### config.mk
export PLATFORM = sky130hd
export DESIGN_NAME = sha256_byte_stream_hasher_flat
export DESIGN_NICKNAME = d
export VERILOG_FILES = /design/src/design/sha_pkg.sv /design/src/design/sha_stream_if.sv /design/src/design/sha_round.sv /design/src/design/sha256_byte_stream_hasher.sv /design/src/flat_wrapper.sv
export SDC_FILE = /design/constraint.sdc
export NUM_CORES = 2
export LEC_CHECK = 0
export BUFFER_PORTS_ARGS = -buffer_cell sky130_fd_sc_hd__buf_2
export CAP_MARGIN = 20
export CORE_UTILIZATION = 48
export CTS_CLUSTER_DIAMETER = 150
export DETAILED_ROUTE_END_ITERATION = 16
export GPL_TIMING_DRIVEN = 0
export HOLD_SLACK_MARGIN = 0.12
export SLEW_MARGIN = 20
export SYNTH_ARGS = -nofsm -noshare
export SYNTH_HDL_FRONTEND = slang
export SYNTH_SLANG_ARGS = --single-unit
export TNS_END_PERCENT = 50
### constraint.sdc
create_clock -name clk -period 12.3 [get_ports clk]
set_clock_uncertainty 0.2 [all_clocks]
set_input_delay 2.46 -clock clk [delete_from_list [all_inputs] [get_ports clk]]
set_output_delay 2.46 -clock clk [all_outputs]
set_load 0.02 [all_outputs]
### src/design/sha_pkg.sv
// ----------------------------------------------------------------------------
// sha_pkg: shared types, constants and functions of the SHA-256 hasher
// Round constants, initial hash values, sequencer states and round helpers.
// ----------------------------------------------------------------------------
package sha_pkg;

    typedef logic [31:0] word_t;

    typedef enum logic [2:0] {
        ST_IDLE,
        ST_LOAD,
        ST_ROUND,
        ST_ADD,
        ST_PAD,
        ST_EMIT
    } state_t;

    localparam logic [7:0] PAD_BYTE = 8'h80;

    localparam word_t ROUND_K [64] = '{
        32'h428a2f98, 32'h71374491, 32'hb5c0fbcf, 32'he9b5dba5,
        32'h3956c25b, 32'h59f111f1, 32'h923f82a4, 32'hab1c5ed5,
        32'hd807aa98, 32'h12835b01, 32'h243185be, 32'h550c7dc3,
        32'h72be5d74, 32'h80deb1fe, 32'h9bdc06a7, 32'hc19bf174,
        32'he49b69c1, 32'hefbe4786, 32'h0fc19dc6, 32'h240ca1cc,
        32'h2de92c6f, 32'h4a7484aa, 32'h5cb0a9dc, 32'h76f988da,
        32'h983e5152, 32'ha831c66d, 32'hb00327c8, 32'hbf597fc7,
        32'hc6e00bf3, 32'hd5a79147, 32'h06ca6351, 32'h14292967,
        32'h27b70a85, 32'h2e1b2138, 32'h4d2c6dfc, 32'h53380d13,
        32'h650a7354, 32'h766a0abb, 32'h81c2c92e, 32'h92722c85,
        32'ha2bfe8a1, 32'ha81a664b, 32'hc24b8b70, 32'hc76c51a3,
        32'hd192e819, 32'hd6990624, 32'hf40e3585, 32'h106aa070,
        32'h19a4c116, 32'h1e376c08, 32'h2748774c, 32'h34b0bcb5,
        32'h391c0cb3, 32'h4ed8aa4a, 32'h5b9cca4f, 32'h682e6ff3,
        32'h748f82ee, 32'h78a5636f, 32'h84c87814, 32'h8cc70208,
        32'h90befffa, 32'ha4506ceb, 32'hbef9a3f7, 32'hc67178f2
    };

    localparam word_t INIT_H [8] = '{
        32'h6a09e667, 32'hbb67ae85, 32'h3c6ef372, 32'ha54ff53a,
        32'h510e527f, 32'h9b05688c, 32'h1f83d9ab, 32'h5be0cd19
    };

    function automatic word_t rotr(input word_t v, input int unsigned s);
        rotr = (v >> s) | (v << (32 - s));
    endfunction

    function automatic word_t sig0(input word_t x);
        sig0 = rotr(x, 7) ^ rotr(x, 18) ^ (x >> 3);
    endfunction

    function automatic word_t sig1(input word_t x);
        sig1 = rotr(x, 17) ^ rotr(x, 19) ^ (x >> 10);
    endfunction

endpackage

### src/design/sha_stream_if.sv
// ----------------------------------------------------------------------------
// sha_stream_if: valid/ready channels of the SHA-256 hasher
// One interface for message bytes and one for digest words.
// ----------------------------------------------------------------------------
interface sha_byte_if;
    logic       valid;
    logic       ready;
    logic [7:0] data_byte;
    logic       has_byte;
    logic       end_of_message;

    modport source (output valid, data_byte, has_byte, end_of_message, input ready);
    modport sink   (input valid, data_byte, has_byte, end_of_message, output ready);
endinterface

interface sha_digest_if;
    logic        valid;
    logic        ready;
    logic [31:0] digest_word;
    logic [2:0]  word_index;
    logic        last_word;

    modport source (output valid, digest_word, word_index, last_word, input ready);
    modport sink   (input valid, digest_word, word_index, last_word, output ready);
endinterface

### src/design/sha_round.sv
// ----------------------------------------------------------------------------
// sha_round: one SHA-256 compression round and message schedule step
// Holds the working variables and a 16-word schedule window; one round a cycle while step is high.
// ----------------------------------------------------------------------------
module sha_round
(
    input  logic                 clk,
    input  logic                 rst_n,
    input  logic                 load,        // start a block
    input  logic                 step,        // run one round
    input  logic [5:0]           round,
    input  sha_pkg::word_t       blk_word,    // schedule word for rounds 0..15
    input  sha_pkg::word_t       h_in [8],
    output sha_pkg::word_t       v_out [8]
);

    sha_pkg::word_t v_reg [8];
    sha_pkg::word_t w_reg [16];
    sha_pkg::word_t w_cur;
    sha_pkg::word_t t1;
    sha_pkg::word_t t2;
    sha_pkg::word_t big0;
    sha_pkg::word_t big1;
    sha_pkg::word_t ch;
    sha_pkg::word_t maj;

    always_comb
    begin
        if (round[5:4] == 2'b00)
        begin
            w_cur = blk_word;
        end
        else
        begin
            w_cur = sha_pkg::sig1(w_reg[14]) + w_reg[9] + sha_pkg::sig0(w_reg[1]) + w_reg[0];
        end
        big1 = sha_pkg::rotr(v_reg[4], 6) ^ sha_pkg::rotr(v_reg[4], 11)
             ^ sha_pkg::rotr(v_reg[4], 25);
        ch   = (v_reg[4] & v_reg[5]) ^ (~v_reg[4] & v_reg[6]);
        t1   = v_reg[7] + big1 + ch + sha_pkg::ROUND_K[round] + w_cur;
        big0 = sha_pkg::rotr(v_reg[0], 2) ^ sha_pkg::rotr(v_reg[0], 13)
             ^ sha_pkg::rotr(v_reg[0], 22);
        maj  = (v_reg[0] & v_reg[1]) ^ (v_reg[0] & v_reg[2]) ^ (v_reg[1] & v_reg[2]);
        t2   = big0 + maj;
    end

    always_ff @(posedge clk or negedge rst_n)
    begin
        if (!rst_n)
        begin
            v_reg <= '{default: '0};
            w_reg <= '{default: '0};
        end
        else if (load)
        begin
            v_reg <= h_in;
        end
        else if (step)
        begin
            v_reg[7] <= v_reg[6];
            v_reg[6] <= v_reg[5];
            v_reg[5] <= v_reg[4];
            v_reg[4] <= v_reg[3] + t1;
            v_reg[3] <= v_reg[2];
            v_reg[2] <= v_reg[1];
            v_reg[1] <= v_reg[0];
            v_reg[0] <= t1 + t2;
            for (int i = 0; i < 15; i++)
            begin
                w_reg[i] <= w_reg[i+1];
            end
            w_reg[15] <= w_cur;
        end
    end

    assign v_out = v_reg;

endmodule

### src/design/sha256_byte_stream_hasher.sv
// ----------------------------------------------------------------------------
// sha256_byte_stream_hasher: SHA-256 digest over a byte stream
// Packs bytes into a 64-byte block memory, compresses each full block with a
// shared round unit, pads on end of message and emits eight digest words.
// ----------------------------------------------------------------------------
//  channel  | dir | payload                                 | handshake
//  in_ch    | in  | data_byte[8], has_byte, end_of_message  | valid/ready
//  out_ch   | out | digest_word[32], word_index[3], last_word | valid/ready
//
//  A full block goes through a load, 64 rounds and an add, one round per
//  cycle in the shared round unit, with each word fetched from the block
//  memory ahead of its round so that word fetch overlaps the rounds.
//  End of message adds padding (up to 64 byte writes, one per cycle, from the
//  single write port of the block memory), one or two blocks, then 8 words.
//  Reset (rst_n low, asynchronous) returns the hash to the initial values.
//  in_ch.ready is low while a block or digest is in progress; a stalled
//  out_ch holds the current word.
// ----------------------------------------------------------------------------
module sha256_byte_stream_hasher
(
    input  logic      clk,
    input  logic      rst_n,
    sha_byte_if.sink     in_ch,
    sha_digest_if.source out_ch
);

    sha_pkg::state_t state_reg, state_next;
    sha_pkg::word_t  h_reg [8];
    logic [63:0]     bits_reg;
    logic [6:0]      fill_reg;          // next byte slot in the block
    logic [5:0]      round_reg;
    logic            fin_reg;           // finalizing the message
    logic            lenblk_reg;        // current block carries the length
    logic [2:0]      widx_reg;

    // block memory, four byte lanes so one word is read per cycle
    logic [7:0]      mem0 [16];
    logic [7:0]      mem1 [16];
    logic [7:0]      mem2 [16];
    logic [7:0]      mem3 [16];
    sha_pkg::word_t  rd_word;
    logic [3:0]      rd_addr;

    logic            wr_en;
    logic [5:0]      wr_addr;
    logic [7:0]      wr_data;
    logic            acc;
    logic            rnd_load;
    logic            rnd_step;
    sha_pkg::word_t  v_out [8];
    sha_pkg::word_t  blk_word;
    logic [5:0]      pad_pos;

    assign acc = in_ch.valid && in_ch.ready;
    assign pad_pos = fill_reg[5:0];

    // next round's word address: fetch in the cycle before the round
    always_comb
    begin
        if (state_reg == sha_pkg::ST_LOAD)
        begin
            rd_addr = 4'd0;
        end
        else
        begin
            rd_addr = round_reg[3:0] + 4'd1;
        end
    end

    always_ff @(posedge clk)
    begin
        if (wr_en)
        begin
            unique case (wr_addr[1:0])
                2'd0: mem0[wr_addr[5:2]] <= wr_data;
                2'd1: mem1[wr_addr[5:2]] <= wr_data;
                2'd2: mem2[wr_addr[5:2]] <= wr_data;
                default: mem3[wr_addr[5:2]] <= wr_data;
            endcase
        end
        rd_word <= {mem0[rd_addr], mem1[rd_addr], mem2[rd_addr], mem3[rd_addr]};
    end

    // length sits in the last two words of a length block
    always_comb
    begin
        if (lenblk_reg && round_reg == 6'd14)
        begin
            blk_word = bits_reg[63:32];
        end
        else if (lenblk_reg && round_reg == 6'd15)
        begin
            blk_word = bits_reg[31:0];
        end
        else
        begin
            blk_word = rd_word;
        end
    end

    sha_round u_round
    (
        .clk      (clk),
        .rst_n    (rst_n),
        .load     (rnd_load),
        .step     (rnd_step),
        .round    (round_reg),
        .blk_word (blk_word),
        .h_in     (h_reg),
        .v_out    (v_out)
    );

    // next state
    always_comb
    begin
        state_next = state_reg;
        unique case (state_reg)
            sha_pkg::ST_IDLE:
            begin
                if (acc)
                begin
                    if (in_ch.has_byte && fill_reg == 7'd63)
                    begin
                        state_next = sha_pkg::ST_LOAD;
                    end
                    else if (in_ch.end_of_message)
                    begin
                        state_next = sha_pkg::ST_PAD;
                    end
                end
            end
            sha_pkg::ST_PAD:
            begin
                // the slot before the length closes the length block, even
                // when the 0x80 marker itself lands there
                if (pad_pos == 6'd63 || (fin_reg && pad_pos == 6'd55))
                begin
                    state_next = sha_pkg::ST_LOAD;
                end
            end
            sha_pkg::ST_LOAD:  state_next = sha_pkg::ST_ROUND;
            sha_pkg::ST_ROUND:
            begin
                if (round_reg == 6'd63)
                begin
                    state_next = sha_pkg::ST_ADD;
                end
            end
            sha_pkg::ST_ADD:
            begin
                if (lenblk_reg)
                begin
                    state_next = sha_pkg::ST_EMIT;
                end
                else if (fin_reg)
                begin
                    state_next = sha_pkg::ST_PAD;
                end
                else
                begin
                    state_next = sha_pkg::ST_IDLE;
                end
            end
            sha_pkg::ST_EMIT:
            begin
                if (out_ch.ready && widx_reg == 3'd7)
                begin
                    state_next = sha_pkg::ST_IDLE;
                end
            end
            default: state_next = sha_pkg::ST_IDLE;
        endcase
    end

    // outputs
    always_comb
    begin
        in_ch.ready = (state_reg == sha_pkg::ST_IDLE);
        out_ch.valid = (state_reg == sha_pkg::ST_EMIT);
        rnd_load = (state_reg == sha_pkg::ST_LOAD);
        rnd_step = (state_reg == sha_pkg::ST_ROUND);
        wr_en = 1'b0;
        wr_addr = pad_pos;
        wr_data = 8'h00;
        if (state_reg == sha_pkg::ST_IDLE && acc && in_ch.has_byte)
        begin
            wr_en = 1'b1;
            wr_data = in_ch.data_byte;
        end
        else if (state_reg == sha_pkg::ST_PAD)
        begin
            wr_en = 1'b1;
            // fill_reg[6] marks that the 0x80 marker is already written
            wr_data = fill_reg[6] ? 8'h00 : sha_pkg::PAD_BYTE;
        end
    end

    assign out_ch.digest_word = h_reg[widx_reg];
    assign out_ch.word_index  = widx_reg;
    assign out_ch.last_word   = (widx_reg == 3'd7);

    always_ff @(posedge clk or negedge rst_n)
    begin
        if (!rst_n)
        begin
            state_reg  <= sha_pkg::ST_IDLE;
            h_reg      <= sha_pkg::INIT_H;
            bits_reg   <= '0;
            fill_reg   <= '0;
            round_reg  <= '0;
            fin_reg    <= 1'b0;
            lenblk_reg <= 1'b0;
            widx_reg   <= '0;
        end
        else
        begin
            state_reg <= state_next;
            unique case (state_reg)
                sha_pkg::ST_IDLE:
                begin
                    if (acc)
                    begin
                        fin_reg <= in_ch.end_of_message;
                        if (in_ch.has_byte)
                        begin
                            bits_reg <= bits_reg + 64'd8;
                            fill_reg <= (fill_reg == 7'd63) ? 7'd0 : fill_reg + 7'd1;
                        end
                    end
                end
                sha_pkg::ST_PAD:
                begin
                    // bit 6 set once the marker is in; low bits walk the slots
                    if (pad_pos == 6'd63)
                    begin
                        fill_reg <= 7'b1000000;
                    end
                    else if (pad_pos == 6'd55)
                    begin
                        fill_reg <= 7'b1000000;
                        lenblk_reg <= 1'b1;
                    end
                    else
                    begin
                        fill_reg <= {1'b1, pad_pos + 6'd1};
                    end
                end
                sha_pkg::ST_LOAD:  round_reg <= '0;
                sha_pkg::ST_ROUND: round_reg <= round_reg + 6'd1;
                sha_pkg::ST_ADD:
                begin
                    for (int i = 0; i < 8; i++)
                    begin
                        h_reg[i] <= h_reg[i] + v_out[i];
                    end
                    if (!fin_reg)
                    begin
                        fill_reg <= '0;
                    end
                    widx_reg <= '0;
                end
                sha_pkg::ST_EMIT:
                begin
                    if (out_ch.ready)
                    begin
                        widx_reg <= widx_reg + 3'd1;
                        if (widx_reg == 3'd7)
                        begin
                            h_reg      <= sha_pkg::INIT_H;
                            bits_reg   <= '0;
                            fill_reg   <= '0;
                            fin_reg    <= 1'b0;
                            lenblk_reg <= 1'b0;
                        end
                    end
                end
                default: ;
            endcase
        end
    end

    // digest goes out in order, one word per handshake
    assert property (@(posedge clk) disable iff (!rst_n)
        out_ch.valid && out_ch.ready && !out_ch.last_word |=> out_ch.valid)
        else $error("digest burst broken");
    assert property (@(posedge clk) disable iff (!rst_n)
        out_ch.valid |-> !in_ch.ready)
        else $error("input taken during digest");
    assert property (@(posedge clk) disable iff (!rst_n)
        state_reg == sha_pkg::ST_ROUND && round_reg == 6'd63 |=> state_reg == sha_pkg::ST_ADD)
        else $error("round count slip");

endmodule
### src/flat_wrapper.sv
// flat-port wrapper written by rule: the top's interface ports become plain ports
module sha256_byte_stream_hasher_flat 
  (clk, rst_n, in_ch_valid, in_ch_data_byte, in_ch_has_byte, in_ch_end_of_message, in_ch_ready, out_ch_valid, out_ch_digest_word, out_ch_word_index, out_ch_last_word, out_ch_ready);
  sha_byte_if in_ch_i ();
  sha_digest_if out_ch_i ();
  input  logic clk;
  input  logic rst_n;
  input wire logic [$bits(in_ch_i.valid)-1:0] in_ch_valid;
  input wire logic [$bits(in_ch_i.data_byte)-1:0] in_ch_data_byte;
  input wire logic [$bits(in_ch_i.has_byte)-1:0] in_ch_has_byte;
  input wire logic [$bits(in_ch_i.end_of_message)-1:0] in_ch_end_of_message;
  output wire logic [$bits(in_ch_i.ready)-1:0] in_ch_ready;
  output wire logic [$bits(out_ch_i.valid)-1:0] out_ch_valid;
  output wire logic [$bits(out_ch_i.digest_word)-1:0] out_ch_digest_word;
  output wire logic [$bits(out_ch_i.word_index)-1:0] out_ch_word_index;
  output wire logic [$bits(out_ch_i.last_word)-1:0] out_ch_last_word;
  input wire logic [$bits(out_ch_i.ready)-1:0] out_ch_ready;
  assign in_ch_i.valid = in_ch_valid;
  assign in_ch_i.data_byte = in_ch_data_byte;
  assign in_ch_i.has_byte = in_ch_has_byte;
  assign in_ch_i.end_of_message = in_ch_end_of_message;
  assign in_ch_ready = in_ch_i.ready;
  assign out_ch_valid = out_ch_i.valid;
  assign out_ch_digest_word = out_ch_i.digest_word;
  assign out_ch_word_index = out_ch_i.word_index;
  assign out_ch_last_word = out_ch_i.last_word;
  assign out_ch_i.ready = out_ch_ready;
  sha256_byte_stream_hasher u_core (.clk(clk), .rst_n(rst_n), .in_ch(in_ch_i), .out_ch(out_ch_i));
endmodule
==> impl_metrics.csv <==
group,metric,value,unit
job,maxCapViolCount,0,
clock_network,clk_pin_slew_worst_paths,0.07,ns
worst_setup_path,cp_data_required_time,12.83,ns
floorplanning,dieArea,202700,um2
clock_network,cts_tree,"yes",
run_status,status,"completed",
routing,wl_per_cell,28.69,um
min_path,hold_depth,2,
sta,max_freq,0.08190,GHz
worst_setup_path,cp_slowest_cell,"a21boi_0",
routing,num_vias,81063,
clock_network,cts_max_level,4,
global_routing,first_global_vias,76432,
floorplanning,initial_core_util,0.4830,
layout,final_cell_area,107400,um2
global_routing,antenna_found_initial,21,
clock_network,cts_sinks,1650,
routing,drt_wl_total,381900,um
floorplanning,row_count,164,
clock_network,clk-insertion-delay-late,0.89,ns
logic_synthesis,yosysTopAreaCell,"dfrtp_1",
floorplanning,core-area,199700,um2
sta,min_period,12.21,ns
worst_setup_path,cp_common_cell,"fa_1",
sta,maxSlewHeadroom,0.09509,
layout,syn_to_final_growth,11.41,%
logic_synthesis,yosysWarnings,0,
sta,slew_violations,0,
clock_network,cts_max_path_buffers,3,
routing,firstDrtPassIters,7,
placement,placed_area,100900,um2
global_routing,overflow,0,
placement,place_hpwl,296700,um
global_routing,grt_max_degree,143,
logic_synthesis,netlist_area,96430,um2
worst_setup_path,worstRegToRegCells,34,
placement,gp_congestion,1.026,
logic_synthesis,synth_top_area_frac,0.2517,
worst_setup_path,endpoint_kind,"flop",
logic_synthesis,syn_inst,10221,
worst_setup_path,crit_path_start_kind,"flop",
clock_network,numCtsBuffers,185,
logic_synthesis,syn-num-nets,10847,
layout,layout-drive-gt1-share,0.08960,
logic_synthesis,ys.flop_type,"dfrtp_1",
floorplanning,die_w,450.2,um
routing,vias_per_cell,6.089,
floorplanning,die_h,450.2,um
logic_synthesis,avgSynthCellArea,9.435,um2
global_routing,track_usage,0.3716,
sta,hold_viol_final,0,
logic_synthesis,synth_cell_type_count,113,
logic_synthesis,ys_seq_area_frac,0.4549,
min_path,worstHoldPathType,"flop to flop",
routing,drt_iter0_markers,10282,
logic_synthesis,synth_edf_count,512,
layout,nets,11113,
sta,tightest_slew,1.357,ns
global_routing,grt_first_pass_wirelength,545700,um
placement,port-buffer-count,51,
logic_synthesis,ys_async_sr_fraction,0.6703,
logic_synthesis,synth_area_leaders,"dfrtp_1 25%, edfxtp_1 16%, nand2_1 8.9%",
sta,final.period_utilization,0.9927,
worst_setup_path,crit_fanout,14,
worst_setup_path,crit_arrival,12.74,ns
clock_network,cts-root-buf,"clkbuf_16",
sta,setup_violations,0,
clock_network,holdBufCountCts,0,
worst_setup_path,max_stage_delay,0.80,ns
routing,route.detailed.drc,0,
layout,largest_register_ff_count,512,
worst_setup_path,path_class,"flop to flop",
logic_synthesis,ys_seq_elements,1650,
routing,ant_nets,0,
floorplanning,pin_count,52,
synth_stat cells (18+ instances only):
library cell / number
fa_1: 197
o21ai_0: 524
or3_1: 41
a21oi_1: 621
and3_1: 83
mux2i_1: 112
mux4_2: 68
a221oi_1: 48
dfstp_2: 136
nor3_1: 114
buf_1: 44
edfxtp_1: 512
o21a_1: 74
mux2_2: 184
nand3_1: 139
inv_1: 476
o221ai_1: 34
a22oi_1: 21
nand2b_1: 61
or2_2: 19
nand2_1: 2280
a211oi_1: 110
xnor2_1: 355
o31ai_1: 70
o22ai_1: 19
xor2_1: 250
o211ai_1: 35
nor2b_1: 59
dfrtp_1: 970
o21bai_1: 42
ha_1: 415
and2_1: 37
dfxtp_1: 32
a211o_1: 18
a21o_1: 176
nand4_1: 32
a31oi_1: 255
clkbuf_1: 552
o22a_1: 18
nor2_1: 731
layout make-up:
type | instances | area (um2)
fillers | 18088 | 92220
multi-input cells | 7481 | 48660
flip-flops and latches | 1650 | 43870
clock buffers | 261 | 5216
well taps | 2656 | 3323
plain buffers | 598 | 2354
inverters | 480 | 1802
clock inverters | 86 | 1137
repair buffers | 91 | 1052
diodes | 10 | 25.02
placed cells by master (no fill, tap or decap), types with 136 or more instances in the layout:
master	synthesis	final
a21o_1	176	176
xor2_1	250	250
xnor2_1	355	352
dfrtp_1	970	967
o21ai_0	524	513
clkbuf_16	0	185
a31oi_1	255	254
fa_1	197	197
dfstp_2	136	136
inv_1	476	476
mux2_2	184	184
edfxtp_1	512	512
ha_1	415	415
clkbuf_1	552	534
nor2_1	731	727
a21oi_1	621	606
nand2_1	2280	2280
nand3_1	139	139
cells by family (layout without fill, tap and decap cells):
kind of cell / count (synthesis) / count (layout) / share of synthesized area
compound gates: 2246 / 2246 / 0.1467
xor+xnor: 606 / 606 / 0.05518
fa+ha+maj: 617 / 617 / 0.09526
buf+inv: 1090 / 1516 / 0.04278
flops: 1650 / 1650 / 0.4549
mux: 365 / 365 / 0.04915
other cells: 0 / 10 / 0
simple gates: 3647 / 3647 / 0.1560
routing by layer:
metal | part of all wire | global-route usage
met3 | 0.11 | 0.09957
met4 | 0.060 | 0.1965
met1 | 0.42 | 0.5216
met2 | 0.41 | 0.5223
met5 | 0.00021 | 0
repair_timing:
item	in CTS	in global routing
gates resized for setup	14	27
pin swaps	0	1
endpoints found under the setup margin	10	6
buffers inserted	0	0
worst paths after layout:
check / from / endpoint / slack, ns
max: u_core.round_reg[0] / u_core.u_round.v_out[255] / 0.09
min: u_core.u_round.w_reg[365] / u_core.u_round.w_reg[397] / 0.24
max reg2reg: u_core.round_reg[0] / u_core.u_round.v_out[255] / 0.09
min reg2reg: u_core.u_round.w_reg[365] / u_core.u_round.w_reg[397] / 0.24
max in group asynchronous: rst_n / u_core.u_round.w_reg[123] / 8.44
min in group asynchronous: rst_n / u_core.h_reg[250] / 1.27
through the flow:
stage | worst slack (ns) | utilization | TNS, ns | hold slack [ns] | cells
global route | -0.01586 | 0.5380 | -0.01586 | 0.2763 | 13307
finish | 0.08983 | 0.5381 | 0 | 0.2432 | 13313
floorplan | 2.158 | - | 0 | 0.2348 | 10221
CTS | 0.05381 | 0.5371 | 0 | 0.2418 | 13307
detailed placement | -0.9981 | 0.5052 | -4.654 | 0.2516 | 12963
global placement | -16.76 | 0.5009 | - | 0.2458 | 12928
worst max-delay path: cells and delay by family (launching register included):
| kind | cells | cell delay, ns |
|---|---|---|
| compound gates | 9 | 3.20 |
| fa+ha+maj | 7 | 3.17 |
| buf+inv | 8 | 2.41 |
| simple gates | 7 | 1.66 |
| mux | 2 | 0.63 |
| flops | 1 | 0.54 |
| xor+xnor | 1 | 0.24 |
Power is not shown: default switching activity piles up to over one toggle a cycle in this logic, so the estimate is an artifact.
